[src/hdl/lspq_pkg.sv]
`default_nettype none
// ----------------------------------------------------------------------------
// lspq_pkg
// shared types and codes of the linear-scan priority queue
// ----------------------------------------------------------------------------
package lspq_pkg;

    localparam int DEPTH_DEFAULT = 16;

    localparam logic CMD_INSERT = 1'b0;
    localparam logic CMD_REMOVE = 1'b1;

    localparam logic [1:0] STATUS_DONE  = 2'd0;
    localparam logic [1:0] STATUS_FULL  = 2'd1;
    localparam logic [1:0] STATUS_EMPTY = 2'd2;

    typedef struct packed {
        logic [3:0]  prio;
        logic [16:0] ident;
        logic [15:0] seq;
        logic [7:0]  src;
        logic [2:0]  run;
    } job_rec_t;

    localparam int REC_W = $bits(job_rec_t);

endpackage
`default_nettype wire

[src/hdl/lspq_req_if.sv]
`default_nettype none
// ----------------------------------------------------------------------------
// lspq_req_if
// request channel: insert or remove command with the job record
// ----------------------------------------------------------------------------
interface lspq_req_if;
    logic        valid;
    logic        ready;
    logic        command;
    logic [3:0]  job_priority;
    logic [16:0] job_ident;
    logic [15:0] job_sequence;
    logic [7:0]  job_source;
    logic [2:0]  job_runtime;

    modport source (
        output valid, command, job_priority, job_ident, job_sequence, job_source,
               job_runtime,
        input  ready
    );

    modport sink (
        input  valid, command, job_priority, job_ident, job_sequence, job_source,
               job_runtime,
        output ready
    );
endinterface
`default_nettype wire

[src/hdl/lspq_rsp_if.sv]
`default_nettype none
// ----------------------------------------------------------------------------
// lspq_rsp_if
// response channel: status, removed job and queue occupancy
// ----------------------------------------------------------------------------
interface lspq_rsp_if;
    logic        valid;
    logic        ready;
    logic [1:0]  status;
    logic [3:0]  out_priority;
    logic [16:0] out_ident;
    logic [15:0] out_sequence;
    logic [7:0]  out_source;
    logic [2:0]  out_runtime;
    logic [4:0]  occupancy;
    logic        is_empty;
    logic        is_full;

    modport source (
        output valid, status, out_priority, out_ident, out_sequence, out_source,
               out_runtime, occupancy, is_empty, is_full,
        input  ready
    );

    modport sink (
        input  valid, status, out_priority, out_ident, out_sequence, out_source,
               out_runtime, occupancy, is_empty, is_full,
        output ready
    );
endinterface
`default_nettype wire

[src/hdl/linear_scan_priority_queue_unit.sv]
`default_nettype none
// ----------------------------------------------------------------------------
// linear_scan_priority_queue_unit
// fixed-capacity job queue, insert at tail, remove highest priority (oldest
// among equals) and close the gap
// ----------------------------------------------------------------------------
// The job records live in one ram with a single read port and a registered
// read. An insert, and any refused request, goes from acceptance to ST_EMIT,
// which loads the response into the output register once that is free. A
// remove from a queue holding n jobs reads every entry once to find the
// winner at slot k, then moves the n-1-k later entries down one slot, one
// entry per cycle through the read port. A new request is taken as soon as
// the previous one has reached the output register, even if that response
// has not yet been collected.
module linear_scan_priority_queue_unit #(
    parameter int DEPTH = lspq_pkg::DEPTH_DEFAULT
) (
    input  wire logic clk,
    input  wire logic rst_n,
    lspq_req_if.sink  req,
    lspq_rsp_if.source rsp
);

    localparam int IW = $clog2(DEPTH);
    localparam int CW = $clog2(DEPTH + 1);

    typedef enum logic [1:0] {
        ST_IDLE,
        ST_SCAN,
        ST_SHIFT,
        ST_EMIT
    } state_t;

    state_t              state_reg, state_next;
    logic [CW-1:0]       count_reg, count_next;
    logic [IW-1:0]       rd_idx_reg, rd_idx_next;
    logic [IW-1:0]       best_idx_reg, best_idx_next;
    lspq_pkg::job_rec_t  best_rec_reg, best_rec_next;
    logic [1:0]          status_reg, status_next;

    logic                out_valid_reg, out_valid_next;
    logic [1:0]          out_status_reg, out_status_next;
    lspq_pkg::job_rec_t  out_rec_reg, out_rec_next;
    logic [4:0]          out_occ_reg, out_occ_next;
    logic                out_empty_reg, out_empty_next;
    logic                out_full_reg, out_full_next;

    logic                ram_we;
    logic [IW-1:0]       ram_waddr;
    lspq_pkg::job_rec_t  ram_wdata;
    logic [IW-1:0]       ram_raddr;
    logic [lspq_pkg::REC_W-1:0] ram_rdata;
    lspq_pkg::job_rec_t  rec_in;

    logic                req_fire;
    logic [IW-1:0]       sel_idx;
    logic [CW-1:0]       nxt_idx;
    logic [CW-1:0]       shift_idx;

    lspq_ram #(
        .WIDTH (lspq_pkg::REC_W),
        .DEPTH (DEPTH)
    ) u_ram (
        .clk   (clk),
        .we    (ram_we),
        .waddr (ram_waddr),
        .wdata (ram_wdata),
        .raddr (ram_raddr),
        .rdata (ram_rdata)
    );

    assign rec_in    = lspq_pkg::job_rec_t'(ram_rdata);
    assign req.ready = (state_reg == ST_IDLE);
    assign req_fire  = req.valid && req.ready;

    // running best of the scan, including the entry arriving this cycle
    assign sel_idx   = ((rd_idx_reg == '0) || (rec_in.prio > best_rec_reg.prio)) ?
                       rd_idx_reg : best_idx_reg;
    assign nxt_idx   = CW'(rd_idx_reg) + CW'(1);
    assign shift_idx = CW'(sel_idx) + CW'(1);

    always_comb
    begin
        state_next      = state_reg;
        count_next      = count_reg;
        rd_idx_next     = rd_idx_reg;
        best_idx_next   = best_idx_reg;
        best_rec_next   = best_rec_reg;
        status_next     = status_reg;
        out_valid_next  = out_valid_reg && !rsp.ready;
        out_status_next = out_status_reg;
        out_rec_next    = out_rec_reg;
        out_occ_next    = out_occ_reg;
        out_empty_next  = out_empty_reg;
        out_full_next   = out_full_reg;
        ram_we          = 1'b0;
        ram_waddr       = rd_idx_reg - IW'(1);
        ram_wdata       = rec_in;
        ram_raddr       = '0;

        case (state_reg)
            ST_IDLE:
            begin
                if (req_fire)
                begin
                    best_rec_next = '0;
                    if (req.command == lspq_pkg::CMD_INSERT)
                    begin
                        state_next = ST_EMIT;
                        if (count_reg == CW'(DEPTH))
                        begin
                            status_next = lspq_pkg::STATUS_FULL;
                        end
                        else
                        begin
                            status_next    = lspq_pkg::STATUS_DONE;
                            ram_we         = 1'b1;
                            ram_waddr      = count_reg[IW-1:0];
                            ram_wdata.prio  = req.job_priority;
                            ram_wdata.ident = req.job_ident;
                            ram_wdata.seq   = req.job_sequence;
                            ram_wdata.src   = req.job_source;
                            ram_wdata.run   = req.job_runtime;
                            count_next     = count_reg + CW'(1);
                        end
                    end
                    else if (count_reg == '0)
                    begin
                        status_next = lspq_pkg::STATUS_EMPTY;
                        state_next  = ST_EMIT;
                    end
                    else
                    begin
                        ram_raddr   = '0;
                        rd_idx_next = '0;
                        state_next  = ST_SCAN;
                    end
                end
            end

            ST_SCAN:
            begin
                best_idx_next = sel_idx;
                if (sel_idx == rd_idx_reg)
                begin
                    best_rec_next = rec_in;
                end
                if (nxt_idx < count_reg)
                begin
                    ram_raddr   = nxt_idx[IW-1:0];
                    rd_idx_next = nxt_idx[IW-1:0];
                end
                else if (shift_idx < count_reg)
                begin
                    // entries above the winner move down one slot
                    ram_raddr   = shift_idx[IW-1:0];
                    rd_idx_next = shift_idx[IW-1:0];
                    state_next  = ST_SHIFT;
                end
                else
                begin
                    count_next  = count_reg - CW'(1);
                    status_next = lspq_pkg::STATUS_DONE;
                    state_next  = ST_EMIT;
                end
            end

            ST_SHIFT:
            begin
                ram_we    = 1'b1;
                ram_waddr = rd_idx_reg - IW'(1);
                ram_wdata = rec_in;
                if (nxt_idx < count_reg)
                begin
                    ram_raddr   = nxt_idx[IW-1:0];
                    rd_idx_next = nxt_idx[IW-1:0];
                end
                else
                begin
                    count_next  = count_reg - CW'(1);
                    status_next = lspq_pkg::STATUS_DONE;
                    state_next  = ST_EMIT;
                end
            end

            ST_EMIT:
            begin
                if (!out_valid_reg || rsp.ready)
                begin
                    out_valid_next  = 1'b1;
                    out_status_next = status_reg;
                    out_rec_next    = best_rec_reg;
                    out_occ_next    = 5'(count_reg);
                    out_empty_next  = (count_reg == '0);
                    out_full_next   = (count_reg == CW'(DEPTH));
                    state_next      = ST_IDLE;
                end
            end

            default:
            begin
                state_next = ST_IDLE;
            end
        endcase
    end

    always_ff @(posedge clk or negedge rst_n)
    begin
        if (!rst_n)
        begin
            state_reg      <= ST_IDLE;
            count_reg      <= '0;
            rd_idx_reg     <= '0;
            best_idx_reg   <= '0;
            best_rec_reg   <= '0;
            status_reg     <= lspq_pkg::STATUS_DONE;
            out_valid_reg  <= 1'b0;
            out_status_reg <= lspq_pkg::STATUS_DONE;
            out_rec_reg    <= '0;
            out_occ_reg    <= '0;
            out_empty_reg  <= 1'b1;
            out_full_reg   <= 1'b0;
        end
        else
        begin
            state_reg      <= state_next;
            count_reg      <= count_next;
            rd_idx_reg     <= rd_idx_next;
            best_idx_reg   <= best_idx_next;
            best_rec_reg   <= best_rec_next;
            status_reg     <= status_next;
            out_valid_reg  <= out_valid_next;
            out_status_reg <= out_status_next;
            out_rec_reg    <= out_rec_next;
            out_occ_reg    <= out_occ_next;
            out_empty_reg  <= out_empty_next;
            out_full_reg   <= out_full_next;
        end
    end

    assign rsp.valid        = out_valid_reg;
    assign rsp.status       = out_status_reg;
    assign rsp.out_priority = out_rec_reg.prio;
    assign rsp.out_ident    = out_rec_reg.ident;
    assign rsp.out_sequence = out_rec_reg.seq;
    assign rsp.out_source   = out_rec_reg.src;
    assign rsp.out_runtime  = out_rec_reg.run;
    assign rsp.occupancy    = out_occ_reg;
    assign rsp.is_empty     = out_empty_reg;
    assign rsp.is_full      = out_full_reg;

`ifndef NO_ASSERTIONS
    a_count_bound: assert property (@(posedge clk) disable iff (!rst_n)
        count_reg <= CW'(DEPTH))
        else $error("entry count above capacity");

    a_scan_nonempty: assert property (@(posedge clk) disable iff (!rst_n)
        (state_reg == ST_SCAN || state_reg == ST_SHIFT) |-> (count_reg != '0))
        else $error("scan or shift with an empty queue");

    a_shift_above_best: assert property (@(posedge clk) disable iff (!rst_n)
        (state_reg == ST_SHIFT) |-> (rd_idx_reg > best_idx_reg))
        else $error("shift moves an entry at or below the removed slot");

    a_insert_count: assert property (@(posedge clk) disable iff (!rst_n)
        (req_fire && req.command == lspq_pkg::CMD_INSERT && count_reg != CW'(DEPTH))
        |=> (count_reg == $past(count_reg) + CW'(1)))
        else $error("accepted insert did not grow the queue");

    a_write_source: assert property (@(posedge clk) disable iff (!rst_n)
        ram_we |-> (state_reg == ST_SHIFT || (state_reg == ST_IDLE && req_fire)))
        else $error("ram written outside insert or shift");
`endif

endmodule
`default_nettype wire

[src/hdl/lspq_ram.sv]
`default_nettype none
// ----------------------------------------------------------------------------
// lspq_ram
// generic single-write, single-read ram with registered read data
// ----------------------------------------------------------------------------
module lspq_ram #(
    parameter int WIDTH = 8,
    parameter int DEPTH = 16
) (
    input  wire logic                     clk,
    input  wire logic                     we,
    input  wire logic [$clog2(DEPTH)-1:0] waddr,
    input  wire logic [WIDTH-1:0]         wdata,
    input  wire logic [$clog2(DEPTH)-1:0] raddr,
    output logic      [WIDTH-1:0]         rdata
);

    logic [WIDTH-1:0] mem [DEPTH];

    always_ff @(posedge clk)
    begin
        if (we)
        begin
            mem[waddr] <= wdata;
        end
        rdata <= mem[raddr];
    end

endmodule
`default_nettype wire
[src/flat_wrapper.sv]
// flat-port wrapper written by rule: the top's interface ports become plain ports
module linear_scan_priority_queue_unit_flat 
#(
    parameter int DEPTH = lspq_pkg::DEPTH_DEFAULT
)
  (clk, rst_n, req_valid, req_command, req_job_priority, req_job_ident, req_job_sequence, req_job_source, req_job_runtime, req_ready, rsp_valid, rsp_status, rsp_out_priority, rsp_out_ident, rsp_out_sequence, rsp_out_source, rsp_out_runtime, rsp_occupancy, rsp_is_empty, rsp_is_full, rsp_ready);
  lspq_req_if req_i ();
  lspq_rsp_if rsp_i ();
  input  wire logic clk;
  input  wire logic rst_n;
  input wire logic [$bits(req_i.valid)-1:0] req_valid;
  input wire logic [$bits(req_i.command)-1:0] req_command;
  input wire logic [$bits(req_i.job_priority)-1:0] req_job_priority;
  input wire logic [$bits(req_i.job_ident)-1:0] req_job_ident;
  input wire logic [$bits(req_i.job_sequence)-1:0] req_job_sequence;
  input wire logic [$bits(req_i.job_source)-1:0] req_job_source;
  input wire logic [$bits(req_i.job_runtime)-1:0] req_job_runtime;
  output wire logic [$bits(req_i.ready)-1:0] req_ready;
  output wire logic [$bits(rsp_i.valid)-1:0] rsp_valid;
  output wire logic [$bits(rsp_i.status)-1:0] rsp_status;
  output wire logic [$bits(rsp_i.out_priority)-1:0] rsp_out_priority;
  output wire logic [$bits(rsp_i.out_ident)-1:0] rsp_out_ident;
  output wire logic [$bits(rsp_i.out_sequence)-1:0] rsp_out_sequence;
  output wire logic [$bits(rsp_i.out_source)-1:0] rsp_out_source;
  output wire logic [$bits(rsp_i.out_runtime)-1:0] rsp_out_runtime;
  output wire logic [$bits(rsp_i.occupancy)-1:0] rsp_occupancy;
  output wire logic [$bits(rsp_i.is_empty)-1:0] rsp_is_empty;
  output wire logic [$bits(rsp_i.is_full)-1:0] rsp_is_full;
  input wire logic [$bits(rsp_i.ready)-1:0] rsp_ready;
  assign req_i.valid = req_valid;
  assign req_i.command = req_command;
  assign req_i.job_priority = req_job_priority;
  assign req_i.job_ident = req_job_ident;
  assign req_i.job_sequence = req_job_sequence;
  assign req_i.job_source = req_job_source;
  assign req_i.job_runtime = req_job_runtime;
  assign req_ready = req_i.ready;
  assign rsp_valid = rsp_i.valid;
  assign rsp_status = rsp_i.status;
  assign rsp_out_priority = rsp_i.out_priority;
  assign rsp_out_ident = rsp_i.out_ident;
  assign rsp_out_sequence = rsp_i.out_sequence;
  assign rsp_out_source = rsp_i.out_source;
  assign rsp_out_runtime = rsp_i.out_runtime;
  assign rsp_occupancy = rsp_i.occupancy;
  assign rsp_is_empty = rsp_i.is_empty;
  assign rsp_is_full = rsp_i.is_full;
  assign rsp_i.ready = rsp_ready;
  linear_scan_priority_queue_unit #(.DEPTH(DEPTH)) u_core (.clk(clk), .rst_n(rst_n), .req(req_i), .rsp(rsp_i));
endmodule
[config.mk]
export PLATFORM = sky130hd
export DESIGN_NAME = linear_scan_priority_queue_unit_flat
export DESIGN_NICKNAME = d
export VERILOG_FILES = /design/src/hdl/lspq_pkg.sv /design/src/hdl/lspq_req_if.sv /design/src/hdl/lspq_rsp_if.sv /design/src/hdl/linear_scan_priority_queue_unit.sv /design/src/hdl/lspq_ram.sv /design/src/flat_wrapper.sv
export SDC_FILE = /design/constraint.sdc
export NUM_CORES = 1
export LEC_CHECK = 0
export BUFFER_PORTS_ARGS = -buffer_cell sky130_fd_sc_hd__buf_2
export CORE_UTILIZATION = 35
export CTS_CLUSTER_DIAMETER = 100
export CTS_CLUSTER_SIZE = 12
export DETAILED_ROUTE_END_ITERATION = 7
export PLACE_DENSITY = 0.57
export SLEW_MARGIN = 20
export SYNTH_ARGS = -nofsm -noshare
export SYNTH_HDL_FRONTEND = slang
export SYNTH_SLANG_ARGS = --single-unit
[constraint.sdc]
create_clock -name clk -period 9.4 [get_ports clk]
set_input_delay 0.94 -clock clk [delete_from_list [all_inputs] [get_ports clk]]
set_output_delay 0.94 -clock clk [all_outputs]
set_load 0.005 [all_outputs]
==> results of run 1 <==
## cell type report
class | instances | area, um^2
fillers | 9942 | 65800
clock inverters | 6 | 82.6
diodes | 1 | 2.50
multi-input cells | 1529 | 10600
flip-flops and latches | 939 | 27100
well taps | 1414 | 1770
repair buffers | 151 | 912
inverters | 22 | 82.6
clock buffers | 160 | 2510
## cell usage after synthesis (2+ instances only)
cell / n
buf_6: 3
a221oi_1: 2
buf_2: 56
a311oi_1: 2
mux2i_1: 196
nand3_1: 4
o31ai_1: 97
buf_1: 13
o21ai_0: 70
dfxtp_1: 48
nand2_1: 277
nor4_1: 98
or3_1: 49
buf_4: 8
nor2_1: 32
nand4b_1: 97
and4_1: 2
mux2_2: 52
o21a_1: 3
o211ai_1: 2
inv_1: 21
xor2_1: 4
o22ai_1: 2
or2_2: 3
clkbuf_1: 125
nand2b_1: 99
o21ai_1: 2
nor3_1: 200
a31oi_1: 3
edfxtp_1: 768
and2_1: 5
a21oi_1: 67
ha_1: 22
a22oi_1: 2
xnor2_1: 7
a41oi_1: 3
a221o_1: 96
nor2b_1: 5
dfrtp_1: 122
a21o_1: 4
## layer usage
metal | part of all wire | vias to the layer above | track usage
met4 | 0.028 | 0 | 0.0650
met2 | 0.47 | 936 | 0.300
li1 | - | 10500 | -
met5 | 0 | - | 0
met3 | 0.069 | 185 | 0.0235
met1 | 0.44 | 12100 | 0.263
## per-stage QoR
| stage | total power [uW] | util | area [um^2] | setup slack, ps |
|---|---|---|---|---|
| finish | 15000 | 0.396 | 43100 | 3000 |
| detailed placement | 11800 | 0.372 | 40500 | 3140 |
| CTS | 15100 | 0.396 | 43100 | 3100 |
| global placement | 11600 | 0.372 | 40500 | 3320 |
| global route | 15800 | 0.396 | 43100 | 2640 |
| floorplan | 9920 | - | 38500 | 4650 |
## cells by family (layout without fill, tap and decap cells)
kind of cell,Yosys count,in the layout,synth area share
other,0,1,0
buffers and inverters,227,339,0.0253
adder cells (fa/ha/maj),23,23,0.00768
AND/OR/NAND/NOR,878,878,0.123
flip-flops,939,939,0.705
AO/OA/AOI/OAI,369,369,0.0701
multiplexers,248,248,0.0663
XOR/XNOR,11,11,0.00251
## path summary, 6_finish.rpt
check / from / to / slack [ps] / cells after the start
worst max-delay path: u_core.rd_idx_reg[0] / u_core.u_ram.rdata[33] / 3000 / 19
worst min-delay path: rst_n / u_core.count_reg[1] / 290 / 1
worst max register to register: u_core.rd_idx_reg[0] / u_core.u_ram.rdata[33] / 3000 / 19
worst min register to register: u_core.u_ram.rdata[7] / u_core.best_rec_reg[7] / 450 / 2
max in group asynchronous: rst_n / u_core.rsp.out_ident[9] / 7780 / 2
min in group clk: u_core.u_ram.rdata[7] / u_core.best_rec_reg[7] / 450 / 2
## report_power, final
group	switching, uW	leakage, uW	internal, uW
Clock	1510	0.00123	1810
Sequential	318	0.00892	5760
Combinational	3980	0.00461	1630
## worst max-delay path: stages, from the launching register on
cell	delay, ps
dfrtp_1	480
inv_1	190
ha_1	210
nor3b_4	260
nor2_1	100
a21oi_1	260
mux2i_1	370
nor3_1	110
xnor2_1	510
ha_1	360
nand2_1	70
o21ai_0	130
o21ai_0	300
or2_2	240
nand2_8	440
a21oi_4	920
buf_12	470
a221o_1	270
nor4_1	60
or3_1	380
==> results.md, run 1 <==
* Outcome: finished, final reports clean
* Area Overhead vs Synth at 12.0%
* Ys flop type: edfxtp_1
* IR drop worst, VDD at 0.509 mV
* Clock sinks at 939
* Post_cts resized at 0
* Achievable Freq at 156 MHz
* Syn Inst Count at 2695
* Total GRT Usage at 0.188
* Dominant cell type by area after synthesis: edfxtp_1
* Synth area leaders: edfxtp_1, dfrtp_1, mux2i_1, nand2_1, nor3_1
* Residual DRC at 0
* Vias per std cell at 5.61
* Total setup buffers inserted after CTS at 0
* Initial core utilization at 0.353
* Vias after detailed routing at 23700
* Clk pin slew, worst setup/hold paths at 70 ps
* Syn Area/Cell at 14.3 um^2
* Slew HR at 0.218
* Clock Skew at 37.8 ps
* Post-synth ARST share at 0.131
* Root Driver: clkbuf_16
* Hold WC Path Type: primary input to asynchronous set/reset pin
* Hold slack at 292 ps
* Crit Path Class: flop to flop
* Placed Cells at 4055
* Avg WL per Cell at 25.1 um
* Most common cell after layout, fill and taps aside: edfxtp_1
* Overflow left after global routing at 0
* Post-DP HPWL at 52.8 mm
* Non-filler cells, final at 4222
* CP Data Arrival Time at 6920 ps
* CTS tree: built
* Ports at 112
* Antenna violations before repair at 3
* RSZ-0062 raised after global routing: false
* # setup viols final at 0
* Ys Warns at 0
* Max Slew Vio Count at 0
* Worst setup EP type: flop
* Max FFs per register at 768
* # nets final at 2807
* Max Cap Viol at 0
* Clk buf depth at 3
* Slew @ Worst Pin at 1170 ps
* CP Launch Type: flop
* Inserted Clock Buffers at 88
* Post-Route WL at 106 mm
* Critical path fanouts, max at 97
* Die width at 333 um
* Endpoints failing hold at 0
* PD cells at 349 nW/um^2
* First-pass GRT wire length at 156 mm
* Iteration-0 DRC Markers at 2454
* Largest net degree at the start of global routing at 187
* EDFF count, synth at 768
* Leakage dissipation at 0.0148 uW
* Final Cycle Share at 0.680
* Worst skew pair latency at 660 ps
* Period minus WS final at 6400 ps
* Die Ht at 333 um
* Cts-stage hold buffer count at 0
* Core Region at 109000 um^2
* DR pass1 iterations at 6
* Post-synthesis register bit count at 939
* Cell row count at 121
* Layout cells sized above 1 at 0.120
* Most frequent cells in the layout: edfxtp_1, nand2_1, nor3_1
* H-tree level count at 3
* Die ar. at 111000 um^2
* Synthesized area at 38500 um^2
* IO Port Bufs at 111
* Final Wtd Congestion at 0.834
* Syn nets at 2771
* Library cells used by synthesis at 64
* Post-synth top area share at 0.600
* Register area share after synthesis at 0.705
* Setup TNS at 0 ps
* Vias in the first global route at 23400
* Critical Path RT at 9920 ps
* Routed Antenna Nets at 0
Power figures use the tool's default switching activity.
==> inputs of run 2 (changes only) <==
ABC_AREA = 1   (was unset)
clock period = 6.23 ns   (was 9.4 ns; I/O delays follow)
==> run 2 against run 1 <==
  * Sequential power increased by 52%
  * Register-to-register slack got worse by 1700 ps
  * Worst setup slack got worse by 1700 ps
  * Routed wire length increased by 5.7%
  * Worst hold slack got worse by 24 ps
  * Core utilization decreased by 0.22 points
  * Die area increased by 6.6%
  * Largest cell class unchanged
==> results.md, run 2 <==
* Crit Path Class: flop to flop (unchanged)
* Final Wtd Congestion at 0.806 (was 0.834)
* Inserted Clock Buffers at 88 (unchanged)
* # nets final at 3900 (was 2807)
* Worst skew pair latency at 650 ps (was 660 ps)
* Syn Inst Count at 3813 (was 2695)
* Finished Core Util at 0.393 (was 0.396)
* IO Port Bufs at 111 (unchanged)
* Count leader, synth: nand3_1 (was edfxtp_1)
* Hold path depth at 3
* Slew @ Worst Pin at 1420 ps (was 1170 ps)
* Iteration-0 DRC Markers at 2719 (was 2454)
* Overflow left after global routing at 0 (unchanged)
* CP Launch Type: flop (unchanged)
* Endpoints failing hold at 0 (unchanged)
* Placed cell area at 43100 um^2 (was 40500 um^2)
* Post-DP HPWL at 55.2 mm (was 52.8 mm)
* Ys flop type: edfxtp_1 (unchanged)
* Core Region at 116000 um^2 (was 109000 um^2)
* Critical Path RT at 6750 ps (was 9920 ps)
* Fillers at 11100 (was 9942)
* Most common cell after layout, fill and taps aside: nand3_1 (was edfxtp_1)
* Post-synthesis register bit count at 939 (unchanged)
* Syn nets at 3889 (was 2771)
* Routed Antenna Nets at 0 (unchanged)
* First-pass GRT wire length at 166 mm (was 156 mm)
* Ports at 112 (unchanged)
* IR drop worst, VDD at 1.07 mV (was 0.509 mV)
* Slew HR at 0.0532 (was 0.218)
* Clk buf depth at 3 (unchanged)
* Sw frac at 0.416 (was 0.387)
* Max Used Layer: met5 (was met4)
* Library cells used by synthesis at 41 (was 64)
* Area Overhead vs Synth at 11.4% (was 12.0%)
* H-tree level count at 3 (unchanged)
* Worst setup EP type: flop (unchanged)
* Most frequent cells in the layout: nand3_1, edfxtp_1, inv_1 (was edfxtp_1, nand2_1, nor3_1)
* Vias in the first global route at 25300 (was 23400)
* Vias per std cell at 4.99 (was 5.61)
* Setup TNS at 0 ps (unchanged)
* RSZ-0062 raised after global routing: false (unchanged)
* Antenna violations before repair at 7 (was 3)
* Clock sinks at 939 (unchanged)
* Routed met3 length at 8.53 mm (was 7.30 mm)
* Min-delay src: req_command
* # setup viols final at 0 (unchanged)
* CP Data Arrival Time at 5410 ps (was 6920 ps)
* Cell row count at 125 (was 121)
* DR pass1 iterations at 6 (unchanged)
* Max FFs per register at 768 (unchanged)
* Synthesized area at 41000 um^2 (was 38500 um^2)
* Total GRT Usage at 0.187 (was 0.188)
* Post-synth top area share at 0.562 (was 0.600)
* Post-Route WL at 112 mm (was 106 mm)
* Critical R2R Capture: u_core.u_ram.rdata[19] (was u_core.u_ram.rdata[33])
* Switching pwr at 9870 uW (was 5810 uW)
* Post-route cell area at 45700 um^2 (was 43100 um^2)
* Die Ht at 344 um (was 333 um)
* Synth area leaders: edfxtp_1, nand3_1, dfrtp_1, inv_1, nand2_1 (was edfxtp_1, dfrtp_1, mux2i_1, nand2_1, nor3_1)
* PD cells at 519 nW/um^2 (was 349 nW/um^2)
* R2R Path Start: u_core.rd_idx_reg[0] (unchanged)
* Period minus WS final at 4890 ps (was 6400 ps)
* Dominant cell type by area after synthesis: edfxtp_1 (unchanged)
* Critical path fanouts, max at 160 (was 97)
* CP max-delay cell: buf_16 (was a21oi_4)
* Leakage dissipation at 0.0185 uW (was 0.0148 uW)
* Vias after detailed routing at 27000 (was 23700)
* Die width at 344 um (was 333 um)
* Internal power at 13900 uW (was 9200 uW)
* Clock power share at 0.211 (was 0.221)
* Clk pin slew, worst setup/hold paths at 70 ps (about the same)
* Residual DRC at 0 (unchanged)
* Outcome: finished, final reports clean (unchanged)
* Reg2Reg Depth at 26 (was 19)
* Clock Skew at 28.1 ps (was 37.8 ps)
* Final Cycle Share at 0.784 (was 0.680)
* R2r setup slk at 1340 ps (was 3000 ps)
* Commonest cells post-synth: nand3_1, edfxtp_1, inv_1 (was edfxtp_1, nand2_1, nor3_1)
* Register area share after synthesis at 0.661 (was 0.705)
* CTS tree: built (unchanged)
* Root Driver: clkbuf_16 (unchanged)
* Post-synth ARST share at 0.131 (unchanged)
* N_diodes at 0 (was 1)
* Worst stage delay on the critical path at 540 ps (was 920 ps)
* Hold WC Path Type: primary input to flop (was primary input to asynchronous set/reset pin)
* Syn Area/Cell at 10.8 um^2 (was 14.3 um^2)
* EDFF count, synth at 768 (unchanged)
* Hold worst-path end: u_core.status_reg[1]
* WL met1 at 49.8 mm (was 46.4 mm)
* Met2 WL at 51.5 mm (was 49.4 mm)
* Ys Warns at 0 (unchanged)
* Die ar. at 119000 um^2 (was 111000 um^2)
* Reg power frac at 0.389 (was 0.405)
* Max Cap Viol at 0 (unchanged)
* Avg WL per Cell at 20.7 um (was 25.1 um)
* Initial core utilization at 0.353 (about the same)
* Layout cells sized above 1 at 0.0906 (was 0.120)
* Max Slew Vio Count at 0 (unchanged)
* Combinational share of power at 0.400 (was 0.374)
* Achievable Freq at 205 MHz (was 156 MHz)
* Largest net degree at the start of global routing at 244 (was 187)
[run 2: changes by cell type after synthesis, sizes merged, moves of 96 or more]
cell    previous run  this run
nor4              98         1
nand3b             0       193
nand2            277       518
nand3              4       979
a221o             96         0
o31ai             97         1
mux2i            196         0
nand2b            99         0
inv               21       667
nor3             200         2
nand4b            97         0
[run 2: logic make-up after synthesis]
kind of cell,after synthesis,synth area share
compound gates,154,0.0203
xor+xnor,11,0.00235
fa+ha+maj,23,0.00720
buf+inv,907,0.0891
flops,939,0.661
mux,48,0.0132
simple gates,1731,0.207
[run 2: timing repair]
item	in CTS	in global routing
setup buffers	0	0
resized for setup	0	0
endpoints found under the hold margin	53	0
hold buffers	1	0
[run 2: metal layers]
| layer | vias up | GRT usage |
|---|---|---|
| met4 | 8 | 0.0509 |
| met5 | - | 0 |
| li1 | 12900 | - |
| met3 | 142 | 0.0367 |
| met1 | 13200 | 0.258 |
| met2 | 843 | 0.299 |
[run 2: power groups by stage]
stage	Sequential, uW	Combinational (uW)	Clock [uW]
3_3_place_gp	9330	9360	0
6_report	9230	9480	5020
4_1_cts	9210	9480	5110
3_5_place_dp	9340	9460	0
2_1_floorplan	9090	6560	0
5_1_grt	9310	10500	5340
[run 2: worst max-delay path by stage]
stage,from,to,slack (ps),cells after the start
global placement,u_core.best_rec_reg[47],u_core.u_ram.rdata[46],1490,29
detailed placement,u_core.rd_idx_reg[0],u_core.u_ram.rdata[46],1400,25
floorplan,u_core.count_reg[0],u_core.u_ram.mem[3][0],2060,8
CTS,u_core.rd_idx_reg[0],u_core.u_ram.rdata[46],1370,25
finish,u_core.rd_idx_reg[0],u_core.u_ram.rdata[19],1340,26
global route,u_core.best_rec_reg[47],u_core.u_ram.rdata[33],870,27
[run 2: layout make-up]
| type | instances | area (um^2) | share of cell area |
|---|---|---|---|
| Tap cell | 1524 | 1910 | 0.0417 |
| Sequential cell | 939 | 27100 | 0.593 |
| Timing Repair Buffer | 161 | 1150 | 0.0253 |
| Multi-Input combinational cell | 1967 | 10500 | 0.229 |
| Inverter | 667 | 2500 | 0.0548 |
| Clock inverter | 4 | 45.0 | 0.000985 |
| Clock buffer | 159 | 2510 | 0.0549 |
[run 2: critical path, delay by kind of cell, from the launching register on]
kind / cells / cell delay [ps]
fa+ha+maj: 3 / 730
simple gates: 16 / 1840
flops: 1 / 450
compound gates: 2 / 380
buf+inv: 5 / 1130
[run 2: stage by stage]
stage	std cells	hold WS, ps	total power [uW]	setup WS (ps)
6_report	5421	268	23700	1340
5_1_grt	5421	275	25200	872
4_1_cts	5420	228	23800	1370
3_5_place_dp	5256	467	18800	1400
3_3_place_gp	5255	459	18700	1490
2_1_floorplan	3813	327	15700	2060
